--- src/hw/rtl/stbck_pkg.sv ---
// Shared widths, codes and word types of the scaled texture blitter.
package stbck_pkg;

    localparam int TEX_TEXELS_DFLT = 4096;
    localparam int FRAME_MAX       = 2048;

    localparam int TSZ_W   = 7;                // texture size and texel coordinate
    localparam int CRD_W   = 12;               // box, frame and origin registers
    localparam int POS_W   = 11;               // box position and frame coordinate
    localparam int IDX_W   = 12;               // texel index of a load word
    localparam int PIX_W   = 32;               // texel word
    localparam int PROD_W  = POS_W + TSZ_W;    // position times texture size
    localparam int TADDR_W = 2 * TSZ_W;        // fx + fy * tex_width
    localparam int CFG_A_W = 3;

    typedef enum logic [CFG_A_W-1:0] {
        CFG_TEX_W,
        CFG_TEX_H,
        CFG_BOX_W,
        CFG_BOX_H,
        CFG_ORG_X,
        CFG_ORG_Y,
        CFG_FRM_W,
        CFG_FRM_H
    } t_cfg_idx;

    localparam logic KIND_LOAD = 1'b0;
    localparam logic KIND_DRAW = 1'b1;

    // Item data that rides alongside the scaling divider
    typedef struct packed {
        logic             kind;
        logic             ok;      // draw pixel inside box and frame
        logic [IDX_W-1:0] idx;
        logic [PIX_W-1:0] val;
        logic [POS_W-1:0] dx;
        logic [POS_W-1:0] dy;
    } t_side;

    // Result word, dest_x in the lowest bits
    typedef struct packed {
        logic [PIX_W-1:0] pixel;
        logic [POS_W-1:0] dy;
        logic [POS_W-1:0] dx;
    } t_result;

    typedef struct packed {
        logic we;
        logic re;
    } t_mem_ctl;

endpackage

--- src/hw/rtl/stbck_scale_div.sv ---
// Pipelined restoring divider that scales both box coordinates to texel coordinates.
module stbck_scale_div import stbck_pkg::*; (
    input  logic              i_clk,
    input  logic              i_rst_n,
    input  logic              i_en,
    input  logic              i_vld,
    input  t_side             i_side,
    input  logic [PROD_W-1:0] i_px,
    input  logic [PROD_W-1:0] i_py,
    input  logic [CRD_W-1:0]  i_box_w,
    input  logic [CRD_W-1:0]  i_box_h,
    output logic              o_vld,
    output t_side             o_side,
    output logic [TSZ_W-1:0]  o_fx,
    output logic [TSZ_W-1:0]  o_fy
);

    localparam int QW = TSZ_W;

    logic              r_vld  [0:QW];
    t_side             r_side [0:QW];
    logic [PROD_W-1:0] r_rx   [0:QW];
    logic [PROD_W-1:0] r_ry   [0:QW];
    logic [QW-1:0]     r_qx   [0:QW];
    logic [QW-1:0]     r_qy   [0:QW];

    always_ff @(posedge i_clk) begin
        if (!i_rst_n) begin
            r_vld[0] <= 1'b0;
        end else if (i_en) begin
            r_vld[0] <= i_vld;
        end
    end

    always_ff @(posedge i_clk) begin
        if (i_en) begin
            r_side[0] <= i_side;
            r_rx[0]   <= i_px;
            r_ry[0]   <= i_py;
            r_qx[0]   <= '0;
            r_qy[0]   <= '0;
        end
    end

    // One quotient bit per stage, most significant first
    for (genvar k = 0; k < QW; k++) begin : g_stage
        localparam int SH = QW - 1 - k;
        logic [PROD_W:0] w_dvx;
        logic [PROD_W:0] w_dvy;
        logic            w_bx;
        logic            w_by;

        assign w_dvx = (PROD_W+1)'(i_box_w) << SH;
        assign w_dvy = (PROD_W+1)'(i_box_h) << SH;
        assign w_bx  = {1'b0, r_rx[k]} >= w_dvx;
        assign w_by  = {1'b0, r_ry[k]} >= w_dvy;

        always_ff @(posedge i_clk) begin
            if (!i_rst_n) begin
                r_vld[k+1] <= 1'b0;
            end else if (i_en) begin
                r_vld[k+1] <= r_vld[k];
            end
        end

        always_ff @(posedge i_clk) begin
            if (i_en) begin
                r_side[k+1] <= r_side[k];
                r_rx[k+1]   <= w_bx ? PROD_W'({1'b0, r_rx[k]} - w_dvx) : r_rx[k];
                r_ry[k+1]   <= w_by ? PROD_W'({1'b0, r_ry[k]} - w_dvy) : r_ry[k];
                r_qx[k+1]   <= {r_qx[k][QW-2:0], w_bx};
                r_qy[k+1]   <= {r_qy[k][QW-2:0], w_by};
            end
        end
    end

    assign o_vld  = r_vld[QW];
    assign o_side = r_side[QW];
    assign o_fx   = r_qx[QW];
    assign o_fy   = r_qy[QW];

    a_hold_on_stall: assert property (@(posedge i_clk) disable iff (!i_rst_n)
        !i_en |=> $stable(o_vld) && $stable(o_fx) && $stable(o_fy))
        else $error("divider output moved while stalled");

endmodule

--- config.mk ---
export PLATFORM = sky130hd
export DESIGN_NAME = stbck_scale_div
export DESIGN_NICKNAME = d
export VERILOG_FILES = /design/src/hw/rtl/stbck_pkg.sv /design/src/hw/rtl/stbck_scale_div.sv
export SDC_FILE = /design/constraint.sdc
export NUM_CORES = 1
export LEC_CHECK = 0
export BUFFER_PORTS_ARGS = -buffer_cell sky130_fd_sc_hd__buf_2
export CORE_MARGIN = 2
export CORE_UTILIZATION = 30
export CTS_CLUSTER_SIZE = 40
export DETAILED_ROUTE_END_ITERATION = 6
export GPL_ROUTABILITY_DRIVEN = 0
export HOLD_SLACK_MARGIN = 0.05
export PLACE_DENSITY_LB_ADDON = 0.25
export SKIP_CTS_REPAIR_TIMING = 1
export SYNTH_ARGS = -nofsm -noshare
export SYNTH_HDL_FRONTEND = slang
export SYNTH_SLANG_ARGS = --single-unit
--- constraint.sdc ---
create_clock -name i_clk -period 3 [get_ports i_clk]
set_clock_uncertainty 0.05 [all_clocks]
set_input_delay 0 -clock i_clk [delete_from_list [all_inputs] [get_ports i_clk]]
set_output_delay 0 -clock i_clk [all_outputs]
set_load 0.1 [all_outputs]
; Word-level counts from Yosys, hierarchy flattened
; Memories as Yosys holds them, arrays and structs flattened.
; Cells that the tools add are included.
[classes]
addsub = 14
multipliers = 0
div_mod_pow = 0
magnitude_cmp = 14
n_eq_ne = 0
shift = 0
n_mux = 27
n_bitwise = 8
reduce_logical = 0
[ops]
columns = cell, n
row1 = $mux W18, 14
row2 = $ge A18 B12 Y1, 2
row3 = $ge A18 B13 Y1, 2
row4 = $ge A18 B14 Y1, 2
row5 = $ge A18 B15 Y1, 2
row6 = $ge A18 B16 Y1, 2
row7 = $ge A18 B17 Y1, 2
row8 = $ge A18 B18 Y1, 2
row9 = $sub A18 B12 Y18, 2
row10 = $sub A18 B13 Y18, 2
row11 = $sub A18 B14 Y18, 2
row12 = $sub A18 B15 Y18, 2
row13 = $sub A18 B16 Y18, 2
row14 = $sub A18 B17 Y18, 2
row15 = $sub A18 B18 Y18, 2
row16 = $mux W1, 13
row17 = $or A1 B1 Y1, 8
[totals]
ff_bits = 0
latch_bits = 0
mem_bits_rw = 952
rom_bits = 0
input_bits = 132
out_inout_bits = 83
elab_cells = 69
mem_count = 6
[memory_table]
columns = name, words, word_bits, read_ports, rd_clocked_by_memory_dff, write_ports, line
row1 = r_side, 8, 68, 8, 0, 8, stbck_scale_div.sv:21  ; t_side r_side [0:QW];
row2 = r_rx, 8, 18, 7, 0, 8, stbck_scale_div.sv:22  ; logic [PROD_W-1:0] r_rx [0:QW];
row3 = r_ry, 8, 18, 7, 0, 8, stbck_scale_div.sv:23  ; logic [PROD_W-1:0] r_ry [0:QW];
row4 = r_qx, 8, 7, 8, 0, 8, stbck_scale_div.sv:24  ; logic [QW-1:0] r_qx [0:QW];
row5 = r_qy, 8, 7, 8, 0, 8, stbck_scale_div.sv:25  ; logic [QW-1:0] r_qy [0:QW];
row6 = r_vld, 8, 1, 8, 0, 8, stbck_scale_div.sv:20  ; logic r_vld [0:QW];

; Depth between registers and ports, before layout
[depth]
word_depth = 4
depth_mapped = 12
ltp_nobuf = 11

; Least setup slack after synthesis
; No wires, ideal clock.
[synth_timing]
kind = register to register
startpoint = memory r_ry[0][58] in the netlist's numbering
endpoint = memory r_ry[1][4] in the netlist's numbering (data pin)
setup_time_ns = 0.260
arrival_time_ns = 2.550
required_ns = 2.690
setup_slack_ns = 0.140
stages_incl_launch_ff = 9
path_buffers = 1
period_less_slack_ns = 2.860
cell_sequence = edfxtp_1 -> ha_1 -> nor2b_4 -> o31a_1 -> o31a_1 -> a31o_1 -> or4_1 -> buf_6 -> mux2_4
[synth_lines]
columns = item, line
row1 = "start, declared", stbck_scale_div.sv:23

==> results.ini <==
[outcome]
status=finished, final reports clean

[floorplanning]
die_x_um=351.0
die_height_um=351.0
initial_core_util_pct=30.18
core.rowCount=127
die-area_um2=123200
ios=215
core_area_um2=119700

[routing]
first_pass_iters=5
vias=20590
avgRoutedWirePerCell_um=16.07
drt-initial-drc-count=1491
postRouteAntennaNets=0
routed_wl_mm=73.28
vias_per_cell=4.514
route.detailed.drc=0

[sta]
relSlewSlack_pct=57.29
slew_viol_final=0
tns_ns=0
fin_crit_ns=2.910
worst_hold_slack_ns=0.1040
max_freq_mhz=343.7
worstMarginPinSlew_ns=0.6325
rsz0062_at_grt=yes
setup_viol=0
hold_viol=0
min_period_over_period_pct=96.98

[worst_setup_path]
required_ns=3.37
critPathArrivalTime_ns=3.28
cp_slowest_cell=edfxtp_1
start_kind=register
crit_family=compound AO/OA/AOI/OAI gates
worstSetupPathType=register to register
cpPeakStageDelay_ns=0.39
crit_chain=inv_1, ha_1, inv_1, fa_2, a211oi_2, o21bai_1, a2111o_1, a221o_1, a31oi_2, nand3b_1, xnor2_1
cp_max_fo=3
critPathBufInv=2
crit_top_cell=inv_1
critPathCaptureType=register

[place]
dp.cells=4163
dp_hpwl_mm=49.42
portBuffers=214

[global_routing]
antenna_found_initial=3
grt_max_degree=112
grt.busiest_layer=met2
overflow=0
grt_usage_pct=11.45
use_met3_pct=2.586
grt_pass1_wl_mm=110.8
use_met2_pct=18.82
met1_usage_pct=14.78
grt_pass1_vias=20040

[layout]
drive_gt1_share_pct=18.91
filler_cell_count=11140
utilization_pct=37.66
final_cells=4560
layout.nets=3178
area_delta_synth_final_pct=24.77

[pwr]
pwr_density_cell_nw_per_um2=794.4
power_mw=35.80
leakage_nw=16.73
peakVddDrop_v=0.0004829

[yosys]
synth_edf_count=859
synth_most_common_cell=edfxtp_1
synthesis.area_um2=36110
synth_commonest_cells=edfxtp_1, ha_1, a21oi_1
synth-seq-area-share_pct=71.48
avgSynthCellArea_um2=15.40
synth_nets=2657
async_reset_ff_share_pct=0
synth_top_area_share_pct=71.42
postSynthCellCount=2345
ys_seq_elements=860
yosys_warnings=0
synth_ff_type=edfxtp_1
netlist_top_cells_area=edfxtp_1, ha_1, a21oi_1
yosys.area.top_type=edfxtp_1
synthDistinctLibCells=73

[clock_tree]
cts_sinks=860
clkLatencyLatePin_ns=0.67
cts_tree=yes
htreeDepth=3
clockBufferDepth=3
clkSlewWorstSetupHoldPaths_ns=0.06
cts_root_buf=clkbuf_16
cts_made_buffers=96

[min_path]
min_path_type=input pin to register

[job]
max_cap_viol_count=0

[worst paths after layout]
kind / from / endpoint / slack [ns] / cells past startpoint
worst max-delay path: r_rx[0][57]$_DFFE_PP_ / r_rx[1][15]$_DFFE_PP_ / 0.09 / 11
worst max register to register: r_rx[0][57]$_DFFE_PP_ / r_rx[1][15]$_DFFE_PP_ / 0.09 / 11
worst min register to register: r_side[0][262]$_DFFE_PP_ / r_side[1][58]$_DFFE_PP_ / 0.36 / 0
worst min-delay path: i_side[42] / r_side[0][42]$_DFFE_PP_ / 0.10 / 2
[cell type report]
class	instances	area [um2]	share of cell area (%)
Clock buffer	107	2465	5.470
Timing Repair Buffer	541	4319	9.585
Antenna cell	2	5.005	0.01111
Tap cell	1612	2017	4.476
Multi-Input combinational cell	1292	9319	20.68
Inverter	75	281.5	0.6248
Sequential cell	860	25810	57.29
Clock inverter	71	839.6	1.863
[stage by stage]
stage	setup slack, ns	instance area [um2]
floorplan	0.1402	36110
global placement	0.01088	39480
detailed placement	-0.01515	39480
CTS	-0.03228	42780
global route	-0.06376	45060
finish	0.09048	45060
[cell usage in the layout (no fill, tap or decap), types with 8 or more instances in the layout]
master         Yosys  final
inv_1             75     75
ha_1             168    167
a21oi_1          165    163
a211oi_1          16     13
and3_1            13     13
nor2_1           161    160
bufinv_16          0     15
o211ai_1          11     11
nor3_1            30     30
a31oi_1           17     16
nand2b_1          30     30
xnor2_1           56     56
or3_1             18     17
buf_2              6    213
dlygate4sd3_1      0    213
nor2b_1           22     21
buf_4             82     94
fa_1              12     10
a21o_1            43     43
o21bai_1           9      9
nor4_1            10     10
clkbuf_16          0     97
or4_1              9      8
xor2_1            50     50
nand4_1           18     18
mux2i_1           10     10
edfxtp_1         859    859
clkinv_1           0     26
mux2_2            53     53
o21ai_0          109    107
o31a_1            10     10
o21a_1            29     29
o31ai_1           10     10
buf_12             0     20
clkbuf_1          26     10
nand3_1           21     21
clkinv_2           0     10
clkinvlp_4         0      8
nand2_1           95     95
[kinds of logic (layout without fill, tap and decap cells)]
logic type	Yosys count	after routing	share of synthesized area (%)
AO/OA/AOI/OAI	477	477	8.180
flip-flops	860	860	71.48
buffers and inverters	193	794	2.952
other	0	2	0
XOR/XNOR	106	106	2.571
AND/OR/NAND/NOR	462	462	6.246
multiplexers	67	67	2.086
adder cells (fa/ha/maj)	180	180	6.486
[routing by layer]
metal,vias to the layer above,wire [um]
met5,-,0
met4,0,2210
met3,141,3365
met2,454,35140
met1,9993,32570
li1,9997,-
[report_power, final]
group / total (mW) / internal, mW / switching (mW)
Sequential: 15.9 / 15.2 / 0.679
Clock: 12.2 / 7.26 / 4.92
Combinational: 7.75 / 3.46 / 4.29
Total: 35.8 / 25.9 / 9.89
[sequential cells by signal, indices dropped and copies added, names as in the netlist]
name    cells
r_rx      126
r_ry      126
r_side    544
r_qy       28
r_vld       8
r_qx       28
No activity file was read; power rests on OpenSTA's default activity.
