===== src/hw/rtl/stbck_pkg.sv =====
// Shared widths, codes and word types of the scaled texture blitter.
package stbck_pkg;

    localparam int TEX_TEXELS_DFLT = 4096;
    localparam int FRAME_MAX       = 2048;

    localparam int TSZ_W   = 7;                // texture size and texel coordinate
    localparam int CRD_W   = 12;               // box, frame and origin registers
    localparam int POS_W   = 11;               // box position and frame coordinate
    localparam int IDX_W   = 12;               // texel index of a load word
    localparam int PIX_W   = 32;               // texel word
    localparam int PROD_W  = POS_W + TSZ_W;    // position times texture size
    localparam int TADDR_W = 2 * TSZ_W;        // fx + fy * tex_width
    localparam int CFG_A_W = 3;

    typedef enum logic [CFG_A_W-1:0] {
        CFG_TEX_W,
        CFG_TEX_H,
        CFG_BOX_W,
        CFG_BOX_H,
        CFG_ORG_X,
        CFG_ORG_Y,
        CFG_FRM_W,
        CFG_FRM_H
    } t_cfg_idx;

    localparam logic KIND_LOAD = 1'b0;
    localparam logic KIND_DRAW = 1'b1;

    // Item data that rides alongside the scaling divider
    typedef struct packed {
        logic             kind;
        logic             ok;      // draw pixel inside box and frame
        logic [IDX_W-1:0] idx;
        logic [PIX_W-1:0] val;
        logic [POS_W-1:0] dx;
        logic [POS_W-1:0] dy;
    } t_side;

    // Result word, dest_x in the lowest bits
    typedef struct packed {
        logic [PIX_W-1:0] pixel;
        logic [POS_W-1:0] dy;
        logic [POS_W-1:0] dx;
    } t_result;

    typedef struct packed {
        logic we;
        logic re;
    } t_mem_ctl;

endpackage


===== src/hw/rtl/stbck_out_skid.sv =====
// Output register with a skid stage between the pipeline and the result stream.
module stbck_out_skid import stbck_pkg::*; (
    input  logic    i_clk,
    input  logic    i_rst_n,
    input  logic    i_vld,
    input  t_result i_data,
    output logic    o_ready,
    output logic    o_vld,
    output t_result o_data,
    input  logic    i_out_ready
);

    logic    r_out_vld;
    logic    r_skd_vld;
    t_result r_out;
    t_result r_skd;
    logic    w_load_out;

    assign o_ready    = !r_skd_vld;
    assign w_load_out = !r_out_vld || i_out_ready;

    always_ff @(posedge i_clk) begin
        if (!i_rst_n) begin
            r_out_vld <= 1'b0;
            r_skd_vld <= 1'b0;
        end else if (w_load_out) begin
            // drain the skid first, else take the incoming word
            if (r_skd_vld) begin
                r_out_vld <= 1'b1;
                r_skd_vld <= 1'b0;
            end else begin
                r_out_vld <= i_vld;
            end
        end else if (i_vld && !r_skd_vld) begin
            r_skd_vld <= 1'b1;
        end
    end

    always_ff @(posedge i_clk) begin
        if (w_load_out) begin
            r_out <= r_skd_vld ? r_skd : i_data;
        end else if (i_vld && !r_skd_vld) begin
            r_skd <= i_data;
        end
    end

    assign o_vld  = r_out_vld;
    assign o_data = r_out;

    a_skid_behind_out: assert property (@(posedge i_clk) disable iff (!i_rst_n)
        r_skd_vld |-> r_out_vld)
        else $error("skid holds a word while output register is empty");

    a_skid_catches: assert property (@(posedge i_clk) disable iff (!i_rst_n)
        r_out_vld && !i_out_ready && i_vld && o_ready |=> r_skd_vld && r_out_vld)
        else $error("word lost while output stalled");

endmodule


===== config.mk =====
export PLATFORM = sky130hd
export DESIGN_NAME = stbck_out_skid
export DESIGN_NICKNAME = d
export VERILOG_FILES = /design/src/hw/rtl/stbck_pkg.sv /design/src/hw/rtl/stbck_out_skid.sv
export SDC_FILE = /design/constraint.sdc
export NUM_CORES = 1
export LEC_CHECK = 0
export BUFFER_PORTS_ARGS = -buffer_cell sky130_fd_sc_hd__buf_2
export CAP_MARGIN = 15
export CORE_MARGIN = 10
export CORE_UTILIZATION = 28
export DETAILED_ROUTE_END_ITERATION = 10
export PLACE_DENSITY_LB_ADDON = 0.1
export SKIP_LAST_GASP = 1
export SLEW_MARGIN = 40
export SYNTH_ARGS = -nofsm -noshare
export SYNTH_HDL_FRONTEND = slang
export SYNTH_SLANG_ARGS = --single-unit

===== constraint.sdc =====
create_clock -name i_clk -period 15 [get_ports i_clk]
set_input_delay 2.25 -clock i_clk [delete_from_list [all_inputs] [get_ports i_clk]]
set_output_delay 2.25 -clock i_clk [all_outputs]
set_load 0.02 [all_outputs]

Word level (Yosys, flattened, before mapping)
Index checks and enable logic that the tools add are counted.
Cells by class
  bitwise gates (word level): 2
  reductions and logical operators: 6
  multiplexer cells: 2
Operator list (number)
  $mux 54: 1
  $logic_not 1->1: 2
  $not 1->1: 2
  $reduce_and 2->1: 1
  $reduce_or 2->1: 1
  $logic_and 1x1->1: 1
  $logic_or 1x1->1: 1
  $mux 1: 1
Word-level totals
  input port bits: 58
  output and inout bits: 56
  register bits: 110

Longest topological paths before layout
Gate-level depths: netlist of run 1.
  word-level depth: 4
  gate-level depth with buffers: 4
  depth with buffers taken out: 2

Worst setup path after synthesis of run 1
Ideal clock, no wire load.
  kind: input to register
  start: input i_out_ready
  end: register r_skd[0] (netlist bit), enable pin
  data required time: 14457 ps
  buffers on the path: 0
  arrival: 7680 ps
  setup time: 543 ps
  slack: 6776 ps
  stages on the path: 2
  path through: nand2b_1 -> nor3b_1
Between the ends
  longest elaborated chain between the ends: 3
RTL lines
  start: declaration: line stbck_out_skid.sv:10  | input logic i_out_ready
  $logic_or 1x1->1: line stbck_out_skid.sv:20  | assign w_load_out = !r_out_vld || i_out_ready;
  $not 1->1 (no source line)
  $reduce_and 2->1 (no source line)
  end signal: assignment: line stbck_out_skid.sv:43  | r_skd <= i_data;
  end: declaration: line stbck_out_skid.sv:16  | t_result r_skd;
No other way between the ends.
A chain may end at the register's enable or synchronous reset.

Worst setup path in the final report of run 1
  start: input i_out_ready
  end: register r_skd[42] (netlist bit), enable pin
Between the ends
  longest elaborated chain between the ends: 3
RTL lines
  $logic_or 1x1->1: line stbck_out_skid.sv:20
  via w_load_out: line stbck_out_skid.sv:17  | logic w_load_out;
  $not 1->1 (no source line)
  $reduce_and 2->1 (no source line)
The timed path passes the listed nets, and every way through them passes these cells.

==> impl_metrics.csv, run 1 <==
group,metric,value,unit
outcome,status,"finished, final reports clean",
global_route,first_global_vias,2223,
worst_setup_path,r2r_slack,13040,ps
cells_and_area,areaGrowthSynthToFinish,27.11,%
routing,viasPerCell,4.105,
pwr,pwr_density_cell,130.6,mW/mm²
routing,vias,1991,
routing,drc_errors,0,
floorplanning,start_util,28.35,%
worst_setup_path,reg2reg_depth,4,
worst_setup_path,arrival,3680,ps
flow_run,drv_cap,0,
floorplanning,fp.dieH,140.8,µm
sta,fmax,0.2695,GHz
cells_and_area,utilization,36.03,%
yosys,ys_ff_latch,110,
sta,rsz0062_at_grt,"false",
yosys,yosysTopAreaCell,"edfxtp_1",
worst_setup_path,worst_setup_path_start_kind,"input port",
placement,dp.cells,470,
cts,cts_hold_buf,0,
routing,post_drt_wl_per_cell,17.71,µm
worst_hold_path,holdPathEnd,"o_data[42]",
cells_and_area,multi_input_area,754.5,µm²
global_route,antenna_found_initial,0,
sta,worst_pin_slew,747.2,ps
yosys,synth_area_per_cell,23.23,µm²
pwr,max-vdd-ir-drop,0.04718,mV
global_route,grt_pass1_wl,13190,µm
sta,min_period_over_period,24.74,%
yosys,syn-cell-area,0.004089,mm²
worst_setup_path,cp_max_fo,57,
worst_setup_path,r2r_end,"r_skd[42]",
yosys,yosysWarnings,0,
routing,firstDrtPassIters,4,
cells_and_area,diodes,0,
cts,ctsLongestPathBuffers,2,
yosys,synth.most_common_cell,"edfxtp_1",
floorplanning,ioPinCount,114,
yosys,syn_inst,176,
sta,period_needed,3711,ps
routing,final_antenna_net_count,0,
global_route,grt_usage,8.579,%
cells_and_area,register_area,0.003287,mm²
floorplanning,rows,44,
cts,cts_setup_buffers,0,
sta,holdWs,548.4,ps
cts,cts.sinks,110,
worst_setup_path,cp.required,14970,ps
cells_and_area,final_nets,355,
placement,port-buffer-count,113,
sta,finClkSkew,6.378,ps
sta,finalSetupViolations,0,
worst_hold_path,hold_start,"r_skd[42]",
floorplanning,die_area,0.01984,mm²
sta,tns,0,ps
cells_and_area,drive_gt1_share,61.79,%
routing,drt-total-wl,8587,µm
cts,h-tree-depth,3,
floorplanning,coreArea,0.01442,mm²
cts,clkLatencyLatePin,350,ps
cts,cts_made_buffers,9,
placement,dp_hpwl,5573,µm
yosys,synth_top_cell_area_share,79.31,%
yosys,synth_nets,234,
cts,cts_tree,"built",
yosys,ys_async_sr_fraction,0,%
pwr,power.total,678.8,µW
yosys,synth_edf_count,108,
global_route,grt_max_degree,58,
cts,clockRootBuffer,"clkbuf_16",
yosys,ys_types,12,
yosys,synth_common_cells,"108 x edfxtp_1, 27 x mux2_2, 27 x mux2_4",
yosys,yosys-top-cells-area,"edfxtp_1 79%, mux2_4 9.9%, mux2_2 7.4%",
cells_and_area,fillers,1401,
routing,drt_iter0_drc,89,
worst_hold_path,hold_depth,1,
sta,finalHoldViolCount,0,
cts,clkTransAtPathRegs,60,ps
pwr,p_leak,1.982,nW
worst_setup_path,criticalPathCategory,"input port to register",
sta,relSlewSlack,50.19,%
placement,finalWeightedCongestion,0.6497,
worst_setup_path,cp-end-kind,"register",
global_route,overflow,0,
sta,report.final.slew_viol_count,0,
floorplanning,die_w,140.8,µm
cts,post_cts_resized,0,
cells_and_area,final_cell_count_no_fill,485,
yosys,synth_flop_cell,"edfxtp_1",
worst_setup_path,r2r-start,"o_vld",
worst_hold_path,worstHoldPathType,"register to register",
yosys,ys_seq_area_share,80.29,%
-- layout make-up --
cell class              count  area share [%]
flip-flops and latches    110           63.24
repair buffers            116           11.46
inverters                   1         0.07222
clock inverters             6           1.950
clock buffers               9           4.333
well taps                 184           4.429
multi-input cells          59           14.52
-- registers in the layout, indices dropped and copies added (netlist names) --
register and cells:
r_skd_vld 1, o_vld 1, o_data 54, r_skd 54
-- where the power goes --
group | switching [mW] | internal, mW
Clock | 0.103 | 0.161
Sequential | 0.00422 | 0.355
Combinational | 0.0325 | 0.0232
-- worst max path at each step --
| stage | end | depth (start not counted) | from |
|---|---|---|---|
| final | r_skd[42] | 5 | i_out_ready |
| after global routing | r_skd[38] | 5 | i_out_ready |
| after CTS | r_skd[16] | 5 | i_out_ready |
| after detailed placement | r_skd[27] | 5 | i_out_ready |
| after global placement | r_skd[33] | 5 | i_out_ready |
| after floorplan | r_skd[0] | 2 | i_out_ready |
-- per-stage QoR --
step           setup WS, ps  area [µm²]
2_1_floorplan          6776        4089
3_3_place_gp          10780        4863
3_5_place_dp          10760        4867
4_1_cts               11140        5194
5_1_grt               11160        5197
6_report              11290        5197
-- worst max-delay path, stage by stage --
cell      delay, ps
buf_2            90
nand2b_2        160
buf_6           280
nor3b_2         230
buf_4           610
-- kinds of logic (layout without fill, tap and decap cells) --
| kind of cell | after synthesis | in the layout | share of synthesized area, % |
|---|---|---|---|
| buffers and inverters | 7 | 132 | 1.438 |
| AOI/OAI and AO/OA | 1 | 1 | 0.1837 |
| muxes | 54 | 54 | 17.35 |
| DFF | 110 | 110 | 80.29 |
| and+or+nand+nor | 4 | 4 | 0.7344 |
-- layer usage --
metal  vias to the layer above  wire length, µm  track usage (%)
met2                        69             3847            12.39
li1                        939                -                -
met1                       973             3931            10.78
met3                        10              664            3.695
met4                         0              144            4.076
met5                         -                0                0
-- cell usage in the layout, fill, tap and decap left out --
cell type	n
edfxtp_1	108
mux2_4	27
dfxtp_4	1
buf_6	2
clkbuf_16	9
buf_4	1
nor3b_2	2
inv_1	1
nand2b_2	1
a21boi_1	1
buf_2	113
bufinv_16	3
clkinv_1	3
dfxtp_1	1
mux2_2	27
nor2_1	1
No activity file was read; power rests on OpenSTA's default activity.
==> inputs of run 2 (changes only) <==
Clock period 15 ns to 3.5 ns, I/O delays scaled along.
==> impl_metrics.csv, run 2 (synthesized netlist as in run 1, its figures left out) <==
group,metric,value,unit
global_route,first_global_vias,2276,
cts,clkLatencyLatePin,340,ps
floorplanning,die_area,0.01984,mm²
routing,vias,1992,
global_route,grt_usage,8.652,%
routing,drt-total-wl,8440,µm
cts,h-tree-depth,3,
floorplanning,die_w,140.8,µm
cells_and_area,drive_gt1_share,61.46,%
cells_and_area,register_area,0.003287,mm²
worst_setup_path,max_stage_delay,710,ps
placement,finalWeightedCongestion,0.6624,
cts,ctsLongestPathBuffers,2,
placement,pre_cts_ws,1706,ps
global_route,overflow,0,
sta,min_period_over_period,52.27,%
worst_setup_path,cp_max_fo,30,
outcome,status,"finished, final reports clean",
worst_setup_path,cp.required,2970,ps
floorplanning,rows,44,
sta,rsz0062_at_grt,"false",
sta,relSlewSlack,47.49,%
routing,drc_errors,0,
sta,finalSetupViolations,0,
routing,viasPerCell,4.099,
pwr,p_leak,1.956,nW
sta,period_needed,1829,ps
cts,clockRootBuffer,"clkbuf_16",
floorplanning,fp.dieH,140.8,µm
routing,final_antenna_net_count,0,
sta,finalHoldViolCount,0,
cells_and_area,areaGrowthSynthToFinish,25.76,%
worst_setup_path,slowest_stage,"dfxtp_4",
worst_setup_path,cp-end-kind,"output pin",
cts,cts_made_buffers,9,
worst_setup_path,path_cells,"inv_1 -> buf_2",
sta,report.final.slew_viol_count,0,
floorplanning,ioPinCount,114,
cells_and_area,fillers,1388,
routing,firstDrtPassIters,4,
sta,worst_pin_slew,787.7,ps
placement,port-buffer-count,113,
cells_and_area,final_common_cell,"buf_2",
sta,setup_ws,1671,ps
placement,dp_hpwl,5810,µm
sta,fmax,0.5466,GHz
global_route,grt_max_degree,57,
pwr,max-vdd-ir-drop,0.1860,mV
sta,finClkSkew,3.236,ps
placement,place_area,0.004895,mm²
routing,drt_iter0_drc,129,
global_route,antenna_found_initial,0,
cts,cts_tree,"built",
cells_and_area,multi_input_area,765.7,µm²
cts,cts_hold_buf,0,
pwr,pwr_density_cell,517.9,mW/mm²
cells_and_area,finalInstanceArea,0.005142,mm²
worst_setup_path,criticalPathCategory,"register to output pin",
routing,post_drt_wl_per_cell,17.37,µm
floorplanning,coreArea,0.01442,mm²
flow_run,drv_cap,0,
cts,cts.sinks,110,
cells_and_area,final_cell_mix,"113 x buf_2, 108 x edfxtp_1, 27 x mux2_4, 27 x mux2_2, 9 x clkbuf_16",
cts,clkTransAtPathRegs,70,ps
cells_and_area,final_nets,356,
global_route,grt_pass1_wl,13060,µm
worst_setup_path,r2r_slack,1880,ps
sta,tns,0,ps
worst_setup_path,worst_setup_path_start_kind,"register",
cts,cts_setup_buffers,0,
worst_setup_path,arrival,1300,ps
worst_hold_path,worstHoldPathType,"input port to register",
floorplanning,start_util,28.35,%
cts,post_cts_resized,0,
run 2: worst paths after layout:
kind,start,endpoint,cells past startpoint
hold reg to reg,r_skd[27],o_data[27],1
hold / removal,i_data[22],r_skd[22],1
setup reg to reg,r_skd_vld,o_data[52],2
setup / recovery,r_skd_vld,o_ready,2
run 2: report_power, final:
part | switching (mW) | internal [mW]
sequential | 0.0219 | 1.52
combinational | 0.136 | 0.101
clock | 0.417 | 0.467
run 2: stage by stage:
stage | hold WS [ps] | power (mW) | util, % | cells
after global placement | 528.9 | 1.815 | 33.80 | 470
after floorplan | 523.1 | 1.704 | - | 176
after global routing | 347.1 | 2.796 | 35.64 | 485
final | 368.4 | 2.663 | 35.65 | 486
after CTS | 348.4 | 2.717 | 35.64 | 485
after detailed placement | 530.5 | 1.817 | 33.93 | 471
run 2: worst max-delay path, delay by kind of cell (launching register included):
kind                   cells  cell delay (ps)
buffers and inverters      2              240
DFF                        1              710
run 2: area by class of cell:
type	instances	share of cell area [%]
well taps	184	4.477
flip-flops and latches	110	63.92
multi-input cells	59	14.89
clock buffers	10	4.453
clock inverters	4	0.3163
inverters	1	0.07299
diodes	1	0.04866
repair buffers	117	11.82
run 2: per-layer routing:
metal	vias up	global-route usage, %	wire, µm
met5	-	0	0
met2	66	12.86	3877
met1	975	10.08	3634
met3	11	4.232	783
li1	940	-	-
met4	0	4.565	144
==> inputs of run 3 (changes only) <==
Clock period 3.5 ns to 1.56 ns, I/O delays scaled along.
==> impl_metrics.csv, run 3 (synthesized netlist as in run 1, its figures left out) <==
group,metric,value,unit
worst_hold_path,worstHoldPathType,"input port to register",
cells_and_area,drive_gt1_share,62.87,%
floorplanning,start_util,28.35,%
floorplanning,die_w,140.8,µm
placement,dp_hpwl,5844,µm
cts,cts.sinks,110,
sta,min_period_over_period,90.02,%
cts,cts_tree,"built",
sta,period_needed,1404,ps
cells_and_area,final_cell_count_no_fill,492,
routing,viasPerCell,4.035,
placement,dp.cells,473,
worst_setup_path,cp_max_fo,21,
cts,cts_made_buffers,9,
routing,post_drt_wl_per_cell,17.03,µm
routing,drt_iter0_drc,142,
cells_and_area,final_cell_mix,"113 x buf_2, 108 x edfxtp_1, 27 x mux2_4, 27 x mux2_2, 9 x clkbuf_16",
floorplanning,coreArea,0.01442,mm²
sta,worst_pin_slew,326.9,ps
cts,cts_hold_buf,0,
placement,pre_cts_ws,166.8,ps
worst_setup_path,arrival,1410,ps
global_route,antenna_found_initial,1,
sta,relSlewSlack,78.21,%
floorplanning,rows,44,
worst_setup_path,cp-end-kind,"register",
worst_setup_path,cp.required,1570,ps
sta,holdWs,81.60,ps
worst_setup_path,slowest_stage,"dfxtp_4",
placement,place_area,0.004938,mm²
cts,h-tree-depth,3,
global_route,first_global_vias,2130,
pwr,p_leak,1.991,nW
sta,fmax,0.7121,GHz
cells_and_area,final_nets,361,
floorplanning,ioPinCount,114,
worst_setup_path,crit_family,"buffers and inverters",
placement,finalWeightedCongestion,0.6648,
routing,vias,1985,
pwr,pwr_density_cell,1158,mW/mm²
placement,port-buffer-count,113,
cts,clkTransAtPathRegs,70,ps
worst_setup_path,worst_setup_path_start_kind,"register",
worst_setup_path,max_stage_delay,370,ps
worst_setup_path,cp_num_buf_inv,2,
cts,ctsLongestPathBuffers,2,
cts,clockRootBuffer,"clkbuf_16",
flow_run,drv_cap,0,
cells_and_area,utilization,36.19,%
cells_and_area,finalInstanceArea,0.005220,mm²
worst_setup_path,criticalPathCategory,"register to register",
sta,finClkSkew,4.896,ps
routing,firstDrtPassIters,4,
worst_setup_path,path_cells,"buf_4 -> nor3b_4 -> buf_4",
global_route,grt_usage,8.317,%
cells_and_area,final_common_cell,"buf_2",
floorplanning,die_area,0.01984,mm²
sta,finalSetupViolations,0,
floorplanning,fp.dieH,140.8,µm
cells_and_area,areaGrowthSynthToFinish,27.66,%
pwr,power.total,6.044,mW
sta,tns,0,ps
sta,rsz0062_at_grt,"false",
routing,drt-total-wl,8378,µm
sta,report.final.slew_viol_count,0,
cts,clkLatencyLatePin,340,ps
global_route,overflow,0,
routing,drc_errors,0,
global_route,grt_pass1_wl,12640,µm
pwr,max-vdd-ir-drop,0.4287,mV
sta,setup_ws,155.7,ps
sta,finalHoldViolCount,0,
outcome,status,"finished, final reports clean",
worst_setup_path,crit_top_cell,"buf_4",
routing,final_antenna_net_count,0,
global_route,grt_max_degree,57,
==> run 3: what timing repair did <==
action                                  in CTS  in global routing
gates resized for setup                      0                  0
setup buffers                                0                  3
endpoints found under the setup margin       0                  1
==> run 3: routing by layer <==
metal,part of all wire [%],vias up,GRT usage [%]
li1,-,950,-
met1,45,954,10.30
met2,45,70,12.17
met3,8.4,11,3.527
met4,1.7,0,4.076
met5,0,-,0
==> run 3: worst paths after layout <==
path	start	slack [ps]	cells past startpoint	endpoint
max	r_skd_vld	160	3	r_skd[51]
min	i_data[22]	80	1	r_skd[22]
max reg2reg	r_skd_vld	160	3	r_skd[51]
min reg2reg	r_skd[53]	540	1	o_data[53]
==> run 3: where the power goes <==
| group | internal [mW] | switching [mW] | total [mW] |
|---|---|---|---|
| Sequential | 3.41 | 0.0406 | 3.45 |
| Combinational | 0.235 | 0.312 | 0.547 |
| Clock | 1.06 | 0.985 | 2.05 |
| Total | 4.71 | 1.34 | 6.04 |
==> run 3: final cells by class <==
type,count,area [µm²]
sequential,110,3291
clock inverter,5,27.53
inverter,1,3.754
antenna,1,2.502
multi-input combinational,59,765.7
fill,1403,9204
clock buffer,10,229.0
timing repair buffer,122,670.6
tap,184,230.2
